File: config.mk
export PLATFORM = sky130hd
export DESIGN_NAME = ess_out_reg
export DESIGN_NICKNAME = d
export VERILOG_FILES = /design/src/rtl/ess_pkg.sv /design/src/rtl/ess_out_reg.sv
export SDC_FILE = /design/constraint.sdc
export NUM_CORES = 1
export LEC_CHECK = 0
export ABC_AREA = 1
export BUFFER_PORTS_ARGS = -buffer_cell sky130_fd_sc_hd__buf_2
export CAP_MARGIN = 0
export CELL_PAD_IN_SITES_DETAIL_PLACEMENT = 2
export CELL_PAD_IN_SITES_GLOBAL_PLACEMENT = 2
export CORE_MARGIN = 2
export CORE_UTILIZATION = 28
export DETAILED_ROUTE_END_ITERATION = 16
export GPL_TIMING_DRIVEN = 0
export PLACE_DENSITY_LB_ADDON = 0.1
export RECOVER_POWER = 50
export SLEW_MARGIN = 30
export SYNTH_ARGS = -nofsm -noshare
export SYNTH_HDL_FRONTEND = slang
export SYNTH_SLANG_ARGS = --single-unit
export TNS_END_PERCENT = 50
File: constraint.sdc
create_clock -name clk -period 1.25 [get_ports clk]
set_input_delay 0.0625 -clock clk [delete_from_list [all_inputs] [get_ports clk]]
set_output_delay 0.0625 -clock clk [all_outputs]
set_load 0.03 [all_outputs]
File: src/rtl/ess_pkg.sv
`timescale 1ns / 1ps

package ess_pkg;

  // Sensor geometry and query limits.
  localparam int SENSOR_WIDTH  = 128;
  localparam int SENSOR_HEIGHT = 128;
  localparam int RESULT_CAP    = 64;
  localparam int PIX_COUNT     = SENSOR_WIDTH * SENSOR_HEIGHT;

  // Derived widths.
  localparam int COL_W   = $clog2(SENSOR_WIDTH);
  localparam int ROW_W   = $clog2(SENSOR_HEIGHT);
  localparam int ADDR_W  = $clog2(PIX_COUNT);
  localparam int OCC_W   = 15;
  localparam int N_W     = $clog2(RESULT_CAP + 1);
  localparam int POS_W   = 7;
  localparam int PAY_W   = 32;
  localparam int ENTRY_W = PAY_W + 1;

  // Operation codes of an input item.
  localparam logic [1:0] OP_ADD    = 2'd0;
  localparam logic [1:0] OP_RECT   = 2'd1;
  localparam logic [1:0] OP_RECENT = 2'd2;
  localparam logic [1:0] OP_CLEAR  = 2'd3;

  // Result kinds.
  localparam logic [2:0] K_ADD_DONE   = 3'd0;
  localparam logic [2:0] K_PIXEL      = 3'd1;
  localparam logic [2:0] K_EMPTY      = 3'd2;
  localparam logic [2:0] K_CLEAR_DONE = 3'd3;
  localparam logic [2:0] K_REJECT     = 3'd4;

  // One result item as it travels from the sequencer to the output register.
  typedef struct packed {
    logic [2:0]       kind;
    logic [POS_W-1:0] col;
    logic [POS_W-1:0] row;
    logic [PAY_W-1:0] payload;
    logic             replaced;
    logic [OCC_W-1:0] occupied;
    logic             truncated;
    logic             last;
  } result_t;

endpackage

File: src/rtl/ess_out_reg.sv
`timescale 1ns / 1ps

// Output register: holds one result item until the consumer takes it.
module ess_out_reg
  import ess_pkg::*;
(
  input  logic    clk,
  input  logic    rst_n,
  input  logic    load,
  input  result_t load_res,
  input  logic    out_ready,
  output logic    out_valid,
  output result_t out_res,
  output logic    free
);

  logic    valid_r;
  result_t res_r;

  assign free      = !valid_r || out_ready;
  assign out_valid = valid_r;
  assign out_res   = res_r;

  // Valid flag.
  always_ff @(posedge clk) begin
    if (!rst_n) begin
      valid_r <= 1'b0;
    end else if (load) begin
      valid_r <= 1'b1;
    end else if (out_ready) begin
      valid_r <= 1'b0;
    end
  end

  // Payload of the held item.
  always_ff @(posedge clk) begin
    if (load) begin
      res_r <= load_res;
    end
  end

endmodule

# After elaboration in Yosys (flattened, before gate mapping)

Cells that the tools add are included.

Register bits: 68
Output and inout port bits: 69
Word-level logic and storage cells: 14

Mux-type cells: 2
Reduce and logical (&&, ||, !) cells: 3

Operators by type and width:

| kind               | count |
|---|---|
| two-way mux 1 bit  | 2 |
| nonzero test 2 bit | 1 |
| zero test 1 bit    | 1 |
| logical OR 1 bit   | 1 |

# Logic depth before layout (Yosys ltp)

Gate-level depths: netlist of the first run.

Word-level depth: 2
Gate-level depth with buffers: 3
Gate-level depth less buffers: 3

# Least setup slack after synthesis of the first run

Ideal clock, no wire load.

Kind: reg2reg
Start: register, netlist name out_valid
End: register valid_r (netlist: out_valid)
Library setup time: 0.066 ns
Arrival time: 0.840 ns
Data required time: 1.184 ns
Setup slack: 0.344 ns
Cell stages (with the launch flop): 3
Path buffers: 0
Cell sequence: dfxtp_1 nand2_2 a21oi_2

RTL lines:

| what                   | line              | text |
|---|---|---|
| end signal: assignment | ess_out_reg.sv:27 | `valid_r <= 1'b0;` |
| end signal: assignment | ess_out_reg.sv:29 | `valid_r <= 1'b1;` |
| end signal: assignment | ess_out_reg.sv:31 | `valid_r <= 1'b0;` |
| end: declaration       | ess_out_reg.sv:17 | `logic valid_r;` |

# Worst setup path after layout of the first run

Start: input port out_ready
End: output port free

Word-level cells in the longest chain between the ends: 1

RTL lines:

| what               | line              | text |
|---|---|---|
| start: declaration | ess_out_reg.sv:11 | `input logic out_ready,` |
| logical OR 1 bit   | ess_out_reg.sv:20 | `assign free = !valid_r \|\| out_ready;` |
| end: declaration   | ess_out_reg.sv:14 | `output logic free` |

Every way passes these cells.

==> impl_metrics.ini, run 1 <==
[timing]
slew-limit-headroom = 0.381
finalMaxSlewViolations = 0
period_needed_ns = 1.06
tns_ns = 0
fin_crit_sh = 0.847
rsz0062_at_grt = false
setup_violations = 0
final-hold-violation-count = 0
fmax_mhz = 944
skew_ns = 0
worst_slew_pin_slew_ns = 0.928

[placement]
dp.cells = 311
dp_hpwl_um = 3650
io_buffers = 139
gp_congestion = 0.637

[grt]
grt_usage = 0.180
grt_max_degree = 69
grt_pass1_vias = 1870
grt_pass1_wl_um = 10600
antenna_found_initial = 0
overflow = 0

[critical_path]
path_cells = dlygate4sd3_1 -> buf_2 -> inv_1 -> nand2_2 -> buf_2
rr_startpoint = out_valid
r2r-end = out_valid
cp_slowest_cell = dlygate4sd3_1
crit_start = out_ready
endpoint_kind = output port
worstSetupPathType = in -> out
cp_common_cell = buf_2
cp_max_fo = 2
cpLargestDelayFamily = buffers and inverters
critical_path.endpoint = free
path_buf_inv = 4
critPathMaxStageDelay_ns = 0.52
arrival_ns = 1.00
r2r_cells = 2
critPathRequiredTime_ns = 1.19
start_kind = input pin
cp.depth = 5
r2r_slack_ns = 0.66

[finish]
finalNetCount = 363
fillCellCount = 689
stdcell_count = 396
drive_gt1_frac = 0.502
multi_input_area_um2 = 15.0
syn_to_final_growth_pct = 84.7
regArea_um2 = 2030
n_antenna_cell = 0
fin_util = 0.530

[clock_network]
clock_sink_count = 68
clkLatencyLatePin_ns = 0.33
post_cts_buffers = 0
cts_tree = done
cts_buffers = 9
clk_pin_slew_ns = 0.08
ctsHtreeMaxLevel = 3
cts_root_buf = clkbuf_8
cts_buffer_depth = 2

[logic_synthesis]
ys_warn_count = 0
synth_area_per_cell_um2 = 28.2
synth.distinct_cells = 5
synth_nets = 144
synth_seq_area_share = 0.987
ys_seq_elements = 68
synth.cell_area_um2 = 2060
syn_inst = 73

[power_and_ir_drop]
power_density_nw_per_um2 = 1530
max-vdd-ir-drop_uv = 972
p_leak_nw = 1.62

[hold_path]
hp-start = load_res[47]
hold_class = in -> reg

[floorplan]
die-area_um2 = 8050
die_h_um = 89.7
dieWidth_um = 89.7
io_pins = 140
core_um2 = 7180
std_cell_rows = 31
initial_core_util = 0.287

[drt]
viasPerCell = 3.97
route.detailed.drc = 0
drt-total-wl_um = 6820
routedWlPerCell_um = 17.2
firstDrtPassIters = 3
final_antenna_net_count = 0
via_count = 1574
drtIter0Drc = 68

[flow_run]
maxCapViolCount = 0

[run_status]
status = completed
## logic make-up (layout without fill, tap and decap cells)
kind of cell           Yosys count  in the layout  share of synthesized area
buffers and inverters            3            227                    0.00547
AND/OR/NAND/NOR                  1              1                    0.00304
AO/OA/AOI/OAI                    1              1                    0.00426
flip-flops                      68             68                      0.987
## through the flow
stage | hold WS, ns | area, um2 | power [mW] | setup WS (ns)
2_1_floorplan | 0.161 | 2060 | 3.18 | 0.344
3_3_place_gp | 0.239 | 2880 | 3.48 | -0.259
3_5_place_dp | 0.241 | 2880 | 3.51 | 0.106
4_1_cts | 0.372 | 3810 | 5.83 | 0.186
5_1_grt | 0.417 | 3800 | 6.04 | 0.159
6_report | 0.427 | 3800 | 5.81 | 0.191
## cell usage in the layout, fill, tap and decap left out
cell / n
clkbuf_4: 1
clkbuf_8: 9
inv_1: 3
clkinv_4: 1
clkinvlp_4: 1
edfxtp_1: 67
dfxtp_1: 1
clkbuf_1: 7
buf_2: 131
dlygate4sd3_1: 69
clkinv_2: 1
a21oi_2: 1
bufinv_16: 3
clkinv_1: 1
nand2_2: 1
## routing by layer
layer  track usage  vias to the layer above  part of all wire
met4        0.0808                        0             0.019
met3        0.0495                       10             0.062
li1              -                      726                 -
met1         0.176                      768              0.33
met2         0.348                       70              0.58
met5             0                        -                 0
## flip-flops by register name (all words and copies together) (netlist names)
register / flops
out_res: 67
out_valid: 1
## worst min-delay path by stage
| stage | endpoint | slack (ns) | depth (start not counted) |
|---|---|---|---|
| after global placement | out_res[32] | 0.24 | 1 |
| after floorplan | out_res[0] | 0.16 | 0 |
| after CTS | out_valid | 0.37 | 3 |
| final | out_res[47] | 0.43 | 2 |
| after detailed placement | out_res[24] | 0.24 | 1 |
| after global routing | out_res[16] | 0.42 | 2 |
## worst register-to-register path, stage by stage (launching register included)
cell and delay (ns):
dfxtp_1 0.35, nand2_2 0.07, a21oi_2 0.11
## Yosys cell counts (all sizes together)
| cell | count | area (um2) |
|---|---|---|
| dfxtp | 1 | 20.0 |
| nand2 | 1 | 6.26 |
| edfxtp | 67 | 2010 |
| a21oi | 1 | 8.76 |
| inv | 3 | 11.3 |
## power breakdown
part / total (mW) / switching [mW] / internal [mW] / leakage [nW]
Clock: 2.17 / 0.854 / 1.32 / 0.117
Sequential: 2.76 / 0.0513 / 2.70 / 0.664
Combinational: 0.882 / 0.550 / 0.332 / 0.835
Total: 5.81 / 1.46 / 4.35 / 1.62
## final cells by class
type / count / area share
Tap cell: 99 / 0.0326
Multi-Input combinational cell: 2 / 0.00395
Timing Repair Buffer: 208 / 0.363
Inverter: 3 / 0.00296
Sequential cell: 68 / 0.535
Clock buffer: 9 / 0.0326
Clock inverter: 7 / 0.0303
## timing repair
| action | in CTS | in global routing |
|---|---|---|
| hold buffers | 69 | 0 |
| gates resized for setup | 0 | 0 |
| endpoints found under the hold margin | 68 | 0 |
Note: power is estimated with default switching activity, not from simulation.
==> inputs of run 2 (changes only) <==
--- a/config.mk
+++ b/config.mk
@@ -11,7 +11,7 @@
 export CELL_PAD_IN_SITES_DETAIL_PLACEMENT = 2
 export CELL_PAD_IN_SITES_GLOBAL_PLACEMENT = 2
 export CORE_MARGIN = 2
-export CORE_UTILIZATION = 28
+export CORE_UTILIZATION = 26
 export DETAILED_ROUTE_END_ITERATION = 16
 export GPL_TIMING_DRIVEN = 0
 export PLACE_DENSITY_LB_ADDON = 0.1
==> constraint.sdc (replaced) <==
create_clock -name clk -period 1.1 [get_ports clk]
set_input_delay 0.055 -clock clk [delete_from_list [all_inputs] [get_ports clk]]
set_output_delay 0.055 -clock clk [all_outputs]
set_load 0.03 [all_outputs]
==> impl_metrics.ini, run 2 (synthesized netlist as in run 1, its figures left out) <==
[floorplan]
dieWidth_um = 93.0
die-area_um2 = 8640
die_h_um = 93.0
std_cell_rows = 32
initial_core_util = 0.268
core_um2 = 7690
io_pins = 140

[clock_network]
ctsHtreeMaxLevel = 3
cts_buffers = 9
cts_tree = done
post_cts_buffers = 0
cts_buffer_depth = 2
clkLatencyLatePin_ns = 0.32
clk_pin_slew_ns = 0.07
cts_root_buf = clkbuf_8
clock_sink_count = 68

[timing]
rsz0062_at_grt = false
worst_slew_pin_slew_ns = 0.924
finalMaxSlewViolations = 0
slew-limit-headroom = 0.384
final-hold-violation-count = 0
fin_crit_sh = 0.962
setup_violations = 0
period_needed_ns = 1.06
skew_ns = 0
tns_ns = 0
fmax_mhz = 945
fin_ws_ns = 0.0422

[drt]
viasPerCell = 3.94
routedWlPerCell_um = 15.6
final_antenna_net_count = 0
drtIter0Drc = 29
drt-total-wl_um = 6210
route.detailed.drc = 0
via_count = 1574
firstDrtPassIters = 4

[hold_path]
hold_class = in -> reg
hp-start = load_res[15]
hold_end = out_res[15]
hold_depth = 2

[critical_path]
r2r_slack_ns = 0.45
path_buf_inv = 4
rr_startpoint = out_valid
worstSetupPathType = in -> out
cp_slowest_cell = dlygate4sd3_1
critPathMaxStageDelay_ns = 0.54
arrival_ns = 1.00
cpLargestDelayFamily = buffers and inverters
start_kind = input pin
r2r_cells = 2
endpoint_kind = output port
cp_max_fo = 2
critPathRequiredTime_ns = 1.04
path_cells = dlygate4sd3_1 -> buf_2 -> inv_1 -> nand2_2 -> buf_6
r2r-end = out_valid

[power_and_ir_drop]
internal-power_mw = 4.26
power_density_nw_per_um2 = 1560
power_switching_share = 0.270
max-vdd-ir-drop_uv = 851
combPwrFrac = 0.171
p_leak_nw = 1.59
p_total_mw = 5.83
switching_power_mw = 1.57
clock_power_share = 0.293
power_frac_seq = 0.536

[flow_run]
maxCapViolCount = 0

[finish]
n_antenna_cell = 0
final_common_cell = buf_2
stdcell_count = 399
largest_reg_flops = 67
final_area_um2 = 3730
fillCellCount = 767
finalNetCount = 363
syn_to_final_growth_pct = 81.5
drive_gt1_frac = 0.502
final_cell_mix = buf_2, dlygate4sd3_1, edfxtp_1, clkbuf_8, clkbuf_1

[grt]
grt_pass1_vias = 1801
grt_max_degree = 69
overflow = 0
grt_pass1_wl_um = 9430
antenna_found_initial = 0
grt_usage = 0.148

[placement]
io_buffers = 139
gp_congestion = 0.667
dp.cells = 314
dp_hpwl_um = 3620
pre_cts_ws_ns = -0.0449
placed_cell_area_um2 = 2880

[run_status]
status = completed
==> run 2: cell count changes in the layout (fill, tap and decap cells not counted), sizes merged <==
cell      delta
clkbuf       -1
buf          +3
bufinv       -3
clkinvlp     +1
==> run 2: timing repair <==
| item | 4_1_cts | 5_1_grt |
|---|---|---|
| hold buffers | 69 | 0 |
| endpoints found under the hold margin | 68 | 0 |
| endpoints found under the setup margin | 0 | 1 |
| gates resized for setup | 0 | 3 |
==> run 2: routing by layer <==
layer,track usage,vias to the layer above,part of all wire
li1,-,729,-
met2,0.293,74,0.60
met1,0.138,760,0.31
met3,0.0459,11,0.072
met5,0,-,0
met4,0.0588,0,0.016
==> run 2: metrics by stage <==
stage / util / hold slack (ns)
6_report: 0.486 / 0.438
3_5_place_dp: 0.375 / 0.233
2_1_floorplan: - / 0.154
5_1_grt: 0.486 / 0.426
4_1_cts: 0.486 / 0.381
3_3_place_gp: 0.375 / 0.232
==> run 2: layout make-up <==
type,instances,area [um2],area share
sequential,68,2030,0.544
timing repair buffer,208,1390,0.372
clock buffer,11,131,0.0352
tap,102,128,0.0342
clock inverter,5,28.8,0.00771
multi-input combinational,2,15.0,0.00402
inverter,3,11.3,0.00302
==> run 2: how the worst max path moves through the flow <==
stage,startpoint,end,slack [ns],cells past startpoint
after floorplan,out_valid,out_valid,0.19,2
after global placement,load,out_res[39],-0.41,1
after detailed placement,load,out_res[0],-0.04,1
after CTS,out_ready,free,0.04,5
after global routing,out_ready,free,0.004,5
final,out_ready,free,0.04,5
==> run 2: worst register-to-register path, stage by stage (launching register included) <==
cell and delay [ns]:
dfxtp_1 0.37, nand2_2 0.09, a21oi_2 0.12
==> run 2: power by group through the flow <==
stage | clock [mW] | sequential, mW | combinational [mW]
3_3_place_gp | 0 | 3.17 | 0.786
4_1_cts | 1.77 | 3.13 | 0.994
5_1_grt | 1.88 | 3.15 | 1.05
3_5_place_dp | 0 | 3.18 | 0.802
6_report | 1.71 | 3.13 | 0.994
2_1_floorplan | 0 | 3.60 | 0.00991
