===== src/rtl/ess_pkg.sv =====
`timescale 1ns / 1ps

package ess_pkg;

  // Sensor geometry and query limits.
  localparam int SENSOR_WIDTH  = 128;
  localparam int SENSOR_HEIGHT = 128;
  localparam int RESULT_CAP    = 64;
  localparam int PIX_COUNT     = SENSOR_WIDTH * SENSOR_HEIGHT;

  // Derived widths.
  localparam int COL_W   = $clog2(SENSOR_WIDTH);
  localparam int ROW_W   = $clog2(SENSOR_HEIGHT);
  localparam int ADDR_W  = $clog2(PIX_COUNT);
  localparam int OCC_W   = 15;
  localparam int N_W     = $clog2(RESULT_CAP + 1);
  localparam int POS_W   = 7;
  localparam int PAY_W   = 32;
  localparam int ENTRY_W = PAY_W + 1;

  // Operation codes of an input item.
  localparam logic [1:0] OP_ADD    = 2'd0;
  localparam logic [1:0] OP_RECT   = 2'd1;
  localparam logic [1:0] OP_RECENT = 2'd2;
  localparam logic [1:0] OP_CLEAR  = 2'd3;

  // Result kinds.
  localparam logic [2:0] K_ADD_DONE   = 3'd0;
  localparam logic [2:0] K_PIXEL      = 3'd1;
  localparam logic [2:0] K_EMPTY      = 3'd2;
  localparam logic [2:0] K_CLEAR_DONE = 3'd3;
  localparam logic [2:0] K_REJECT     = 3'd4;

  // One result item as it travels from the sequencer to the output register.
  typedef struct packed {
    logic [2:0]       kind;
    logic [POS_W-1:0] col;
    logic [POS_W-1:0] row;
    logic [PAY_W-1:0] payload;
    logic             replaced;
    logic [OCC_W-1:0] occupied;
    logic             truncated;
    logic             last;
  } result_t;

endpackage


===== src/rtl/ess_ctrl.sv =====
`timescale 1ns / 1ps

// Sequencer: decodes items, runs read-modify-write for adds, walks query
// windows one pixel per cycle unless the output stalls, and sweeps the store on clear and after reset.
module ess_ctrl
  import ess_pkg::*;
(
  input  logic               clk,
  input  logic               rst_n,
  input  logic               in_valid,
  output logic               in_ready,
  input  logic [1:0]         in_operation,
  input  logic signed [11:0] in_col,
  input  logic signed [11:0] in_row,
  input  logic signed [11:0] in_col_end,
  input  logic signed [11:0] in_row_end,
  input  logic [6:0]         in_radius,
  input  logic [PAY_W-1:0]   in_payload,
  output logic               rd_en,
  output logic [ADDR_W-1:0]  rd_addr,
  input  logic [ENTRY_W-1:0] rd_data,
  output logic               wr_en,
  output logic [ADDR_W-1:0]  wr_addr,
  output logic [ENTRY_W-1:0] wr_data,
  output logic               load,
  output result_t            load_res,
  input  logic               out_free
);

  typedef logic signed [12:0] coord_t;

  localparam logic [2:0] S_IDLE  = 3'd0;
  localparam logic [2:0] S_CLEAR = 3'd1;
  localparam logic [2:0] S_ADD   = 3'd2;
  localparam logic [2:0] S_QSET  = 3'd3;
  localparam logic [2:0] S_QCHK  = 3'd4;
  localparam logic [2:0] S_QFIN  = 3'd5;
  localparam logic [2:0] S_EMIT  = 3'd6;

  localparam coord_t COL_MAX = coord_t'(SENSOR_WIDTH - 1);
  localparam coord_t ROW_MAX = coord_t'(SENSOR_HEIGHT - 1);

  function automatic logic [ADDR_W-1:0] pix_addr(input logic [ROW_W-1:0] r,
                                                 input logic [COL_W-1:0] c);
    return ADDR_W'(ADDR_W'(r) * ADDR_W'(SENSOR_WIDTH) + ADDR_W'(c));
  endfunction

  function automatic coord_t clamp_lo(input coord_t v);
    return (v < 0) ? '0 : v;
  endfunction

  function automatic coord_t clamp_hi(input coord_t v, input coord_t lim);
    return (v > lim) ? lim : v;
  endfunction

  function automatic result_t mk_res(input logic [2:0] kind,
                                     input logic [POS_W-1:0] c,
                                     input logic [POS_W-1:0] r,
                                     input logic [PAY_W-1:0] pay,
                                     input logic rep,
                                     input logic [OCC_W-1:0] occ,
                                     input logic trunc,
                                     input logic lst);
    result_t res;
    res.kind      = kind;
    res.col       = c;
    res.row       = r;
    res.payload   = pay;
    res.replaced  = rep;
    res.occupied  = occ;
    res.truncated = trunc;
    res.last      = lst;
    return res;
  endfunction

  logic [2:0]         state_r, state_nxt;
  logic [ADDR_W-1:0]  sweep_r, sweep_nxt;
  logic               clr_emit_r, clr_emit_nxt;
  logic [OCC_W-1:0]   count_r, count_nxt;
  logic [COL_W-1:0]   rc_r, rc_nxt;
  logic [ROW_W-1:0]   rr_r, rr_nxt;
  logic               rv_r, rv_nxt;
  coord_t             cl_r, cl_nxt, ch_r, ch_nxt, rl_r, rl_nxt, rh_r, rh_nxt;
  logic               qempty_r, qempty_nxt;
  logic [COL_W-1:0]   c_r, c_nxt;
  logic [ROW_W-1:0]   r_r, r_nxt;
  logic [PAY_W-1:0]   pay_r, pay_nxt;
  logic               pend_v_r, pend_v_nxt;
  logic [COL_W-1:0]   pend_c_r, pend_c_nxt;
  logic [ROW_W-1:0]   pend_r_r, pend_r_nxt;
  logic [PAY_W-1:0]   pend_pay_r, pend_pay_nxt;
  logic [N_W-1:0]     n_r, n_nxt;
  result_t            stage_r, stage_nxt;

  // Decoded input coordinates, last added pixel and radius.
  coord_t             in_c, in_r, rc_s, rr_s, rad_s;
  logic               in_outside;
  logic               hit, at_end, advance;
  logic [COL_W-1:0]   col_next;
  logic [ROW_W-1:0]   row_next;
  result_t            pend_res;

  assign in_c  = coord_t'(in_col);
  assign in_r  = coord_t'(in_row);
  assign rc_s  = coord_t'(rc_r);
  assign rr_s  = coord_t'(rr_r);
  assign rad_s = coord_t'(in_radius);
  assign in_outside = (in_c < 0) || (in_c > COL_MAX) || (in_r < 0) || (in_r > ROW_MAX);

  assign hit    = rd_data[PAY_W];
  assign at_end = (c_r == ch_r[COL_W-1:0]) && (r_r == rh_r[ROW_W-1:0]);
  assign pend_res = mk_res(K_PIXEL, POS_W'(pend_c_r), POS_W'(pend_r_r), pend_pay_r,
                           1'b0, count_r, 1'b0, 1'b0);

  // Next raster position inside the window.
  always_comb begin
    if (c_r == ch_r[COL_W-1:0]) begin
      col_next = cl_r[COL_W-1:0];
      row_next = r_r + ROW_W'(1);
    end else begin
      col_next = c_r + COL_W'(1);
      row_next = r_r;
    end
  end

  assign in_ready = (state_r == S_IDLE);

  // Main sequencing logic.
  always_comb begin
    state_nxt    = state_r;
    sweep_nxt    = sweep_r;
    clr_emit_nxt = clr_emit_r;
    count_nxt    = count_r;
    rc_nxt       = rc_r;
    rr_nxt       = rr_r;
    rv_nxt       = rv_r;
    cl_nxt       = cl_r;
    ch_nxt       = ch_r;
    rl_nxt       = rl_r;
    rh_nxt       = rh_r;
    qempty_nxt   = qempty_r;
    c_nxt        = c_r;
    r_nxt        = r_r;
    pay_nxt      = pay_r;
    pend_v_nxt   = pend_v_r;
    pend_c_nxt   = pend_c_r;
    pend_r_nxt   = pend_r_r;
    pend_pay_nxt = pend_pay_r;
    n_nxt        = n_r;
    stage_nxt    = stage_r;
    rd_en        = 1'b0;
    rd_addr      = '0;
    wr_en        = 1'b0;
    wr_addr      = '0;
    wr_data      = '0;
    load         = 1'b0;
    load_res     = pend_res;
    advance      = 1'b0;

    case (state_r)
      // Write every entry empty, one per cycle.
      S_CLEAR: begin
        wr_en     = 1'b1;
        wr_addr   = sweep_r;
        sweep_nxt = sweep_r + ADDR_W'(1);
        if (sweep_r == ADDR_W'(PIX_COUNT - 1)) begin
          sweep_nxt = '0;
          if (clr_emit_r) begin
            stage_nxt = mk_res(K_CLEAR_DONE, '0, '0, '0, 1'b0, '0, 1'b0, 1'b1);
            state_nxt = S_EMIT;
          end else begin
            state_nxt = S_IDLE;
          end
        end
      end

      // Decode a new item.
      S_IDLE: begin
        if (in_valid) begin
          case (in_operation)
            OP_ADD: begin
              if (in_outside) begin
                stage_nxt = mk_res(K_REJECT, in_col[POS_W-1:0], in_row[POS_W-1:0], '0,
                                   1'b0, count_r, 1'b0, 1'b1);
                state_nxt = S_EMIT;
              end else begin
                c_nxt     = in_col[COL_W-1:0];
                r_nxt     = in_row[ROW_W-1:0];
                pay_nxt   = in_payload;
                rd_en     = 1'b1;
                rd_addr   = pix_addr(in_row[ROW_W-1:0], in_col[COL_W-1:0]);
                state_nxt = S_ADD;
              end
            end
            OP_RECT: begin
              cl_nxt     = clamp_lo(in_c);
              ch_nxt     = clamp_hi(coord_t'(in_col_end), COL_MAX);
              rl_nxt     = clamp_lo(in_r);
              rh_nxt     = clamp_hi(coord_t'(in_row_end), ROW_MAX);
              qempty_nxt = 1'b0;
              state_nxt  = S_QSET;
            end
            OP_RECENT: begin
              cl_nxt     = clamp_lo(rc_s - rad_s);
              ch_nxt     = clamp_hi(rc_s + rad_s, COL_MAX);
              rl_nxt     = clamp_lo(rr_s - rad_s);
              rh_nxt     = clamp_hi(rr_s + rad_s, ROW_MAX);
              qempty_nxt = !rv_r;
              state_nxt  = S_QSET;
            end
            default: begin
              count_nxt    = '0;
              rc_nxt       = '0;
              rr_nxt       = '0;
              rv_nxt       = 1'b0;
              clr_emit_nxt = 1'b1;
              sweep_nxt    = '0;
              state_nxt    = S_CLEAR;
            end
          endcase
        end
      end

      // Add: old entry is on the read port; write the new one back.
      S_ADD: begin
        if (out_free) begin
          wr_en     = 1'b1;
          wr_addr   = pix_addr(r_r, c_r);
          wr_data   = {1'b1, pay_r};
          count_nxt = hit ? count_r : count_r + OCC_W'(1);
          rc_nxt    = c_r;
          rr_nxt    = r_r;
          rv_nxt    = 1'b1;
          load      = 1'b1;
          load_res  = mk_res(K_ADD_DONE, POS_W'(c_r), POS_W'(r_r),
                             hit ? rd_data[PAY_W-1:0] : '0, hit, count_nxt, 1'b0, 1'b1);
          state_nxt = S_IDLE;
        end
      end

      // Query setup: reject empty windows, else read the first pixel.
      S_QSET: begin
        pend_v_nxt = 1'b0;
        n_nxt      = '0;
        if (qempty_r || (cl_r > ch_r) || (rl_r > rh_r)) begin
          stage_nxt = mk_res(K_EMPTY, '0, '0, '0, 1'b0, count_r, 1'b0, 1'b1);
          state_nxt = S_EMIT;
        end else begin
          c_nxt     = cl_r[COL_W-1:0];
          r_nxt     = rl_r[ROW_W-1:0];
          rd_en     = 1'b1;
          rd_addr   = pix_addr(rl_r[ROW_W-1:0], cl_r[COL_W-1:0]);
          state_nxt = S_QCHK;
        end
      end

      // Window walk: one found pixel is held back until the next one shows
      // whether it is the final result.
      S_QCHK: begin
        if (hit && (n_r == N_W'(RESULT_CAP))) begin
          if (out_free) begin
            load               = 1'b1;
            load_res.truncated = 1'b1;
            load_res.last      = 1'b1;
            state_nxt          = S_IDLE;
          end
        end else if (hit) begin
          if (!pend_v_r || out_free) begin
            load         = pend_v_r;
            pend_v_nxt   = 1'b1;
            pend_c_nxt   = c_r;
            pend_r_nxt   = r_r;
            pend_pay_nxt = rd_data[PAY_W-1:0];
            n_nxt        = n_r + N_W'(1);
            if (at_end) begin
              state_nxt = S_QFIN;
            end else begin
              advance = 1'b1;
            end
          end
        end else if (at_end) begin
          state_nxt = S_QFIN;
        end else begin
          advance = 1'b1;
        end
        if (advance) begin
          c_nxt   = col_next;
          r_nxt   = row_next;
          rd_en   = 1'b1;
          rd_addr = pix_addr(row_next, col_next);
        end
      end

      // End of window: release the held pixel, or report an empty window.
      S_QFIN: begin
        if (out_free) begin
          load = 1'b1;
          if (pend_v_r) begin
            load_res.last = 1'b1;
          end else begin
            load_res = mk_res(K_EMPTY, '0, '0, '0, 1'b0, count_r, 1'b0, 1'b1);
          end
          state_nxt = S_IDLE;
        end
      end

      // Single staged result.
      S_EMIT: begin
        if (out_free) begin
          load      = 1'b1;
          load_res  = stage_r;
          state_nxt = S_IDLE;
        end
      end

      default: begin
        state_nxt = S_IDLE;
      end
    endcase
  end

  // Control state.
  always_ff @(posedge clk) begin
    if (!rst_n) begin
      state_r    <= S_CLEAR;
      sweep_r    <= '0;
      clr_emit_r <= 1'b0;
      count_r    <= '0;
      rc_r       <= '0;
      rr_r       <= '0;
      rv_r       <= 1'b0;
      pend_v_r   <= 1'b0;
      n_r        <= '0;
      qempty_r   <= 1'b0;
    end else begin
      state_r    <= state_nxt;
      sweep_r    <= sweep_nxt;
      clr_emit_r <= clr_emit_nxt;
      count_r    <= count_nxt;
      rc_r       <= rc_nxt;
      rr_r       <= rr_nxt;
      rv_r       <= rv_nxt;
      pend_v_r   <= pend_v_nxt;
      n_r        <= n_nxt;
      qempty_r   <= qempty_nxt;
    end
  end

  // Datapath registers.
  always_ff @(posedge clk) begin
    cl_r       <= cl_nxt;
    ch_r       <= ch_nxt;
    rl_r       <= rl_nxt;
    rh_r       <= rh_nxt;
    c_r        <= c_nxt;
    r_r        <= r_nxt;
    pay_r      <= pay_nxt;
    pend_c_r   <= pend_c_nxt;
    pend_r_r   <= pend_r_nxt;
    pend_pay_r <= pend_pay_nxt;
    stage_r    <= stage_nxt;
  end

endmodule

===== config.mk =====
export PLATFORM = sky130hd
export DESIGN_NAME = ess_ctrl
export DESIGN_NICKNAME = d
export VERILOG_FILES = /design/src/rtl/ess_pkg.sv /design/src/rtl/ess_ctrl.sv
export SDC_FILE = /design/constraint.sdc
export NUM_CORES = 1
export LEC_CHECK = 0
export ABC_AREA = 1
export BUFFER_PORTS_ARGS = -buffer_cell sky130_fd_sc_hd__buf_4
export CAP_MARGIN = 25
export CORE_UTILIZATION = 56
export CTS_CLUSTER_DIAMETER = 60
export CTS_CLUSTER_SIZE = 12
export DETAILED_ROUTE_END_ITERATION = 12
export GPL_ROUTABILITY_DRIVEN = 0
export PLACE_DENSITY_LB_ADDON = 0.2
export SLEW_MARGIN = 20
export SYNTH_ARGS = -nofsm -noshare
export SYNTH_HDL_FRONTEND = slang
export SYNTH_SLANG_ARGS = --single-unit

===== constraint.sdc =====
create_clock -name clk -period 5 [get_ports clk]
set_clock_uncertainty 0.2 [all_clocks]
set_input_delay 0.75 -clock clk [delete_from_list [all_inputs] [get_ports clk]]
set_output_delay 0.75 -clock clk [all_outputs]
set_load 0.02 [all_outputs]

# == Word level (Yosys, flattened, before mapping) ==
# Index checks and enable logic that the tools add are counted.
# totals
reg_bits,268
output_inout_bits,132
# op_classes
n_addsub,13
magnitude_cmp,12
eq_ne,27
mux,109
bitwise,3
n_reduce_logical,31
# ops
op,n
67-bit two-way mux,8
67-bit one-hot mux with 3 select lines,1
65-bit one-hot mux with 3 select lines,1
7-bit two-way mux,19
65-bit two-way mux,2
14-bit two-way mux,9
13-bit one-hot mux with 2 select lines,4
13-bit two-way mux,6
33-bit two-way mux,2
15-bit two-way mux,4
14-bit by 7-bit adder with 14-bit output,4
14-bit one-hot mux with 2 select lines,2
"12-bit by 8-bit greater-than comparator with 1-bit output, second input constant",4
14-bit one-hot mux with 3 select lines,1
7-bit one-hot mux with 2 select lines,3
7-bit one-hot mux with 3 select lines,2
32-bit two-way mux,1
15-bit one-hot mux with 2 select lines,1
3-bit two-way mux,9
13-bit greater-than comparator,2
"12-bit by 1-bit < comparator with 1-bit output, second input constant",2
"2-bit != test, second input constant",12
"7-bit by 1-bit adder with 7-bit output, second input constant",3
1-bit two-way mux,20
other kinds (37),73

# == Depth between registers and ports, before layout ==
# Gate-level depths: netlist of the first run.
# depth
word_depth,9
depth_mapped,14

# == Least setup slack after synthesis of the first run ==
# Ideal clock, no wire load.
# synth_path
kind,in2reg
startpoint,input port in_operation[0]
endpoint,"register stage_r[10] in the netlist's numbering, enable pin"
arrival_ns,3.566
t_required_ns,4.339
path_slack_ns,0.773
path_stages,6
path_cell_list,inv_1 > ha_1 > inv_1 > o21ai_0 > o2111ai_1 > nor3_1
# synth_between
elab_chain_cells,3
# synth_rtl
item,line_no,rtl
"start, declared",ess_ctrl.sv:12,"input logic [1:0] in_operation,"
2-bit logical NOT,ess_ctrl.sv:180,case (in_operation)
2-bit by 1-bit != test with 1-bit output (no line),-,
7-bit AND reduction (no line),-,
"end signal, assigned",ess_ctrl.sv:361,stage_r <= stage_nxt;
"end, declared",ess_ctrl.sv:93,"result_t stage_r, stage_nxt;"
# Every way passes these cells.
# A chain may end at the register's enable or synchronous reset.

# == Final worst setup path of the first run ==
# layout_path
startpoint,register c_r[5]
endpoint,output port rd_addr[4]
# layout_between
elab_chain_cells,9
word_cells_on_any_way,11
# layout_rtl
item,line_no,rtl
"start, declared",ess_ctrl.sv:85,"logic [COL_W-1:0] c_r, c_nxt;"
"start signal, assigned",ess_ctrl.sv:355,c_r <= c_nxt;
7-bit equality test *,"ess_ctrl.sv:111, ess_ctrl.sv:117",
"parallel branches: the longest is 6 deep, another holds 14-bit by 7-bit adder with 14-bit output",-,
14-bit two-way mux *,ess_ctrl.sv:286,if (advance) begin
14-bit one-hot mux with 3 select lines *,ess_ctrl.sv:160,case (state_r)
"end, declared",ess_ctrl.sv:20,"output logic [ADDR_W-1:0] rd_addr,"
# Every way passes the cells marked *. The select of a mux whose other input is x is not followed.

==> impl_metrics.py, run 1 <==
metrics = {
    "timing": {
        "slew_headroom": 0.411,
        "max_freq_ghz": 0.229,
        "worstMarginPinSlew_ps": 883,
        "hold_viol": 0,
        "setup_violations": 0,
        "period_share": 0.873,
        "whs_ps": 208,
        "period_minus_slack_ps": 4360,
        "final_max_slew_viol_count": 0,
        "fin_tns_setup_ps": 0,
        "rsz0062_at_grt": "no",
    },
    "drt": {
        "drt_iter0_drc": 1084,
        "ant_nets": 0,
        "num_vias": 12048,
        "wire_per_inst_um": 17.6,
        "drt_first_pass_iters": 5,
        "wl_mm": 37.6,
        "drc": 0,
        "viasPerCell": 5.64,
    },
    "pwr": {
        "peakVddDrop_uv": 300,
        "leakage_nw": 7.03,
        "intPower_mw": 3.06,
        "swShare": 0.217,
        "seqPwrFrac": 0.517,
        "pwr-share-comb": 0.058,
        "cellPowerDensity_nw_per_um2": 245,
        "p_switching_mw": 0.847,
        "clkPwrFrac": 0.425,
    },
    "worst_setup_path": {
        "crit_chain": "inv_1, nand2_1, a21oi_1, nand2_1, nor2_1, clkinv_1, nand2_1, nand3_1, nor2_1, nor2_1, o21ai_0, buf_4",
        "crit_family": "simple AND/OR/NAND/NOR gates",
        "rrSetupSlack_ps": 1310,
        "cp.buffers_inverters": 3,
        "timing.rr.end": "pend_pay_r[19]",
        "cp_max_fo": 10,
        "arrival_ps": 3410,
        "slowest_delay_ps": 520,
        "worst_setup_path_end_kind": "primary output",
        "critPathSlowestCell": "edfxtp_1",
        "r2r_start": "state_r[2]",
        "critPathKind": "flop to primary output",
        "rr_worst_depth": 7,
        "required_ps": 4050,
        "startpoint_type": "flop",
    },
    "min_path": {
        "hold_end": "pay_r[26]",
        "whs_path_depth": 1,
        "min_path_type": "input pin to flop",
        "min-delay-start": "in_payload[26]",
    },
    "clocking": {
        "cts_hold_buffers": 0,
        "tritoncts": "done",
        "cts.repair.resized": 0,
        "clkTransAtPathRegs_ps": 60,
        "numClockSinks": 227,
        "cts_root_buf": "clkbuf_16",
        "clk_path_buf_depth": 3,
        "cts_setup_buffers": 0,
        "numCtsBuffers": 24,
        "h-tree-depth": 1,
        "clk_latency_ps": 520,
    },
    "logic_synthesis": {
        "netlist_area_um2": 13100,
        "synthArstFlopShare": 0,
        "post_synth.cell_area_avg_um2": 8.36,
        "synth.distinct_cells": 47,
        "synth_top_family_by_area": "simple AND/OR/NAND/NOR gates",
        "synthSimpleGateAreaFrac": 0.226,
        "ys_ff_latch": 227,
        "synth_compound_area_frac": 0.124,
        "synth_xor_area_frac": 0.0294,
        "syn_nets": 1761,
        "yosysWarnings": 0,
        "synth_fa_ha_area_frac": 0.0633,
        "synth_edf_count": 170,
        "synth_flop_cell": "edfxtp_1",
        "seq_area_frac_synth": 0.476,
        "synthCells": 1571,
        "yosys-mux-area-fraction": 0,
    },
    "floorplan": {
        "fp-row-count": 55,
        "dieArea_um2": 24100,
        "die_w_um": 155,
        "core_um2": 22800,
        "top_level_ports": 258,
        "die_height_um": 155,
        "initial_core_util": 0.575,
    },
    "global_route": {
        "antenna_found_initial": 0,
        "grt_overflow": 0,
        "grt_start_max_net_pins": 47,
        "track_usage": 0.310,
        "grt_pass1_wl_mm": 58.2,
        "grt_pass1_vias": 11229,
    },
    "final_layout": {
        "diodes": 0,
        "layout_commonest_cell": "nand2_1",
        "final_cell_mix": "nand2_1, buf_4, inv_1, nor2_1, edfxtp_1",
        "seq_area_um2": 6250,
        "area_growth_pct": 21.7,
        "layout-drive-gt1-share": 0.183,
        "num-fill-cells": 1825,
        "postLayoutCoreUtil": 0.700,
        "multi_input_area_um2": 5830,
        "nets": 1994,
    },
    "status": {
        "status": "finished, final reports clean",
    },
    "placement": {
        "dpl.hpwl_mm": 27.9,
        "port_buffers": 257,
    },
    "flow_run": {
        "maxCapViolations": 0,
    },
}
registers in the layout, indices dropped and copies added (netlist names), 3 cells and up:
name,cells
rh_r,12
rr_r,7
rc_r,7
c_r,7
pend_r_r,7
pend_pay_r,32
pend_c_r,7
state_r,3
stage_r,32
sweep_r,14
n_r,7
pay_r,32
cl_r,11
count_r,15
r_r,7
ch_r,12
rl_r,11
cell usage after synthesis (15+ instances only):
cell type    n  area, um^2
nand2_1    344        1290
inv_1      199         747
nor2_1     193         724
edfxtp_1   170        5100
nand3_1     96         480
a21oi_1     89         445
o21ai_0     64         320
ha_1        60         751
dfxtp_1     57        1140
clkbuf_1    37         139
xor2_1      33         289
o211ai_1    30         225
nor3_1      23         115
o22ai_1     19         119
a32o_1      17         170
a22oi_1     15         113
metrics by stage:
stage               total power [mW]  instance area, um^2  instances  setup WS, ps
floorplan                       2.16                13100       1571           773
finish                          3.91                16000       2135           635
CTS                             3.92                16000       2134           773
detailed placement              2.28                15300       2090           963
global route                    4.01                16000       2135           573
global placement                2.28                15300       2090          1160
how the worst max path moves through the flow:
stage                    startpoint            to  slack [ps]  depth (start not counted)
global placement           out_free  load_res[63]        1160                          7
global route                 c_r[5]    rd_addr[4]         570                         12
finish                       c_r[5]    rd_addr[4]         640                         12
detailed placement         out_free  load_res[37]         960                          6
CTS                          c_r[5]    rd_addr[4]         770                         12
floorplan           in_operation[0]   stage_r[10]         770                          6
power groups by stage:
stage | logic [mW] | registers (mW) | clock network [mW]
3_5_place_dp | 0.222 | 2.06 | 0
2_1_floorplan | 0.0983 | 2.06 | 0
6_report | 0.226 | 2.02 | 1.66
4_1_cts | 0.223 | 2.02 | 1.68
3_3_place_gp | 0.217 | 2.06 | 0
5_1_grt | 0.245 | 2.02 | 1.74
cell type report:
cell class	instances	share of cell area
multi-input combinational	1073	0.364
clock buffer	39	0.0431
tap	313	0.0245
timing repair buffer	267	0.125
inverter	211	0.0500
sequential	227	0.391
clock inverter	5	0.00188
metal layers:
metal	track usage	wire (um)	share of wire
met5	0	0	0
met4	0.116	1370	0.036
met3	0.0602	3750	0.10
met2	0.505	17300	0.46
met1	0.411	15200	0.40
kinds of logic (layout without fill, tap and decap cells):
family	Yosys count	in the layout
simple gates	698	698
buf+inv	271	522
compound gates	267	267
flops	227	227
fa+ha+maj	64	64
xor+xnor	44	44
Power figures use the tool's default switching activity.
==> run 2, diff against run 1 <==
==> constraint.sdc (replaced) <==
create_clock -name clk -period 5 [get_ports clk]
set_clock_uncertainty 0.2 [all_clocks]
set_input_delay 0.25 -clock clk [delete_from_list [all_inputs] [get_ports clk]]
set_output_delay 0.25 -clock clk [all_outputs]
set_load 0.02 [all_outputs]
==> impl_metrics.py, run 2 (synthesis gave the netlist of run 1 again) <==
metrics = {
    "timing": {
        "period_share": 0.782,
        "hold_viol": 0,
        "fin_tns_setup_ps": 0,
        "setup_violations": 0,
        "worstMarginPinSlew_ps": 1020,
        "rsz0062_at_grt": "no",
        "max_freq_ghz": 0.256,
        "final_max_slew_viol_count": 0,
        "slew_headroom": 0.317,
        "period_minus_slack_ps": 3910,
    },
    "drt": {
        "drc": 0,
        "drt_iter0_drc": 1439,
        "num_vias": 12740,
        "drt_first_pass_iters": 6,
        "wire_per_inst_um": 18.0,
        "viasPerCell": 5.67,
        "wl_mm": 40.5,
        "ant_nets": 0,
    },
    "worst_setup_path": {
        "startpoint_type": "flop",
        "required_ps": 4550,
        "slowest_delay_ps": 570,
        "critPathSlowestCell": "edfxtp_1",
        "arrival_ps": 3460,
        "worst_setup_path_end_kind": "primary output",
        "cp_max_fo": 13,
        "crit_chain": "xor2_1, nor2_1, nand2_1, nor2_1, buf_4, clkinv_1, o21ai_0, inv_1, nand2_1, o211ai_1, buf_4",
        "critPathKind": "flop to primary output",
    },
    "clocking": {
        "tritoncts": "done",
        "cts_setup_buffers": 0,
        "h-tree-depth": 1,
        "numCtsBuffers": 24,
        "clk_path_buf_depth": 3,
        "numClockSinks": 227,
        "cts_root_buf": "clkbuf_16",
        "clk_latency_ps": 530,
        "clkTransAtPathRegs_ps": 60,
    },
    "final_layout": {
        "layout-drive-gt1-share": 0.172,
        "seq_area_um2": 6250,
        "area_growth_pct": 30.6,
        "layout_commonest_cell": "nand2_1",
        "num-fill-cells": 1626,
        "nets": 2105,
        "largestRegisters": "pay_r (32), pend_pay_r (32), stage_r (32)",
        "postLayoutCoreUtil": 0.750,
        "multi_input_area_um2": 5830,
        "final_cell_mix": "nand2_1, buf_4, inv_1, nor2_1, edfxtp_1",
    },
    "placement": {
        "dpl.hpwl_mm": 28.2,
        "port_buffers": 257,
    },
    "global_route": {
        "track_usage": 0.328,
        "grt_pass1_vias": 11953,
        "antenna_found_initial": 1,
        "grt_overflow": 0,
        "grt_start_max_net_pins": 47,
        "grt_pass1_wl_mm": 61.7,
    },
    "floorplan": {
        "top_level_ports": 258,
        "dieArea_um2": 24100,
        "die_w_um": 155,
        "initial_core_util": 0.575,
        "die_height_um": 155,
        "fp-row-count": 55,
        "core_um2": 22800,
    },
    "min_path": {
        "min_path_type": "input pin to flop",
    },
    "pwr": {
        "leakage_nw": 7.51,
        "peakVddDrop_uv": 252,
        "cellPowerDensity_nw_per_um2": 239,
    },
    "flow_run": {
        "maxCapViolations": 0,
    },
    "status": {
        "status": "finished, final reports clean",
    },
}
## run 2: cell type report
type,count,area share
Inverter,211,0.0466
Timing Repair Buffer,378,0.182
Clock buffer,37,0.0390
Clock inverter,6,0.00547
Multi-Input combinational cell,1073,0.340
Sequential cell,227,0.364
Antenna cell,1,0.000146
Tap cell,313,0.0228
## run 2: worst max-delay path: cells and delay by family (launching register included)
| kind | cells | cell delay, ps |
|---|---|---|
| XOR/XNOR | 1 | 230 |
| AND/OR/NAND/NOR | 4 | 800 |
| flip-flops | 1 | 570 |
| buffers and inverters | 4 | 870 |
| AO/OA/AOI/OAI | 2 | 460 |
## run 2: per-stage QoR
step | power (mW) | cell area [um^2] | cells | hold WS, ps | setup WS, ps
floorplan | 2.16 | 13100 | 1571 | 149 | 821
global placement | 2.28 | 15300 | 2090 | 228 | 1680
detailed placement | 2.28 | 15300 | 2090 | 229 | 1550
CTS | 4.09 | 17100 | 2245 | 0.232 | 1220
global route | 4.18 | 17100 | 2246 | 22.2 | 943
finish | 4.10 | 17100 | 2246 | 27.3 | 1090
## run 2: report_power, final
part	switching (mW)	total (mW)	internal (mW)
clock	0.746	1.77	1.03
combinational	0.145	0.304	0.159
sequential	0.00223	2.02	2.02
total	0.893	4.10	3.20
## run 2: final timing paths
| path | startpoint | endpoint | slack (ps) | cells past startpoint |
|---|---|---|---|---|
| hold / removal | in_row[4] | rl_r[4] | 30 | 3 |
| setup reg to reg | state_r[2] | pend_pay_r[25] | 1460 | 7 |
| setup / recovery | c_r[0] | rd_addr[3] | 1090 | 11 |
| hold reg to reg | sweep_r[4] | sweep_r[4] | 280 | 2 |
## run 2: per-layer routing
layer,track usage,vias up,wire (um)
met5,0,-,0
met3,0.0426,136,4060
met1,0.437,5860,15800
met2,0.539,784,18800
li1,-,5960,-
met4,0.146,0,1750
## run 2: timing repair
item,4_1_cts,5_1_grt
hold buffers,112,0
gates resized for setup,0,0
endpoints found under the hold margin,136,0
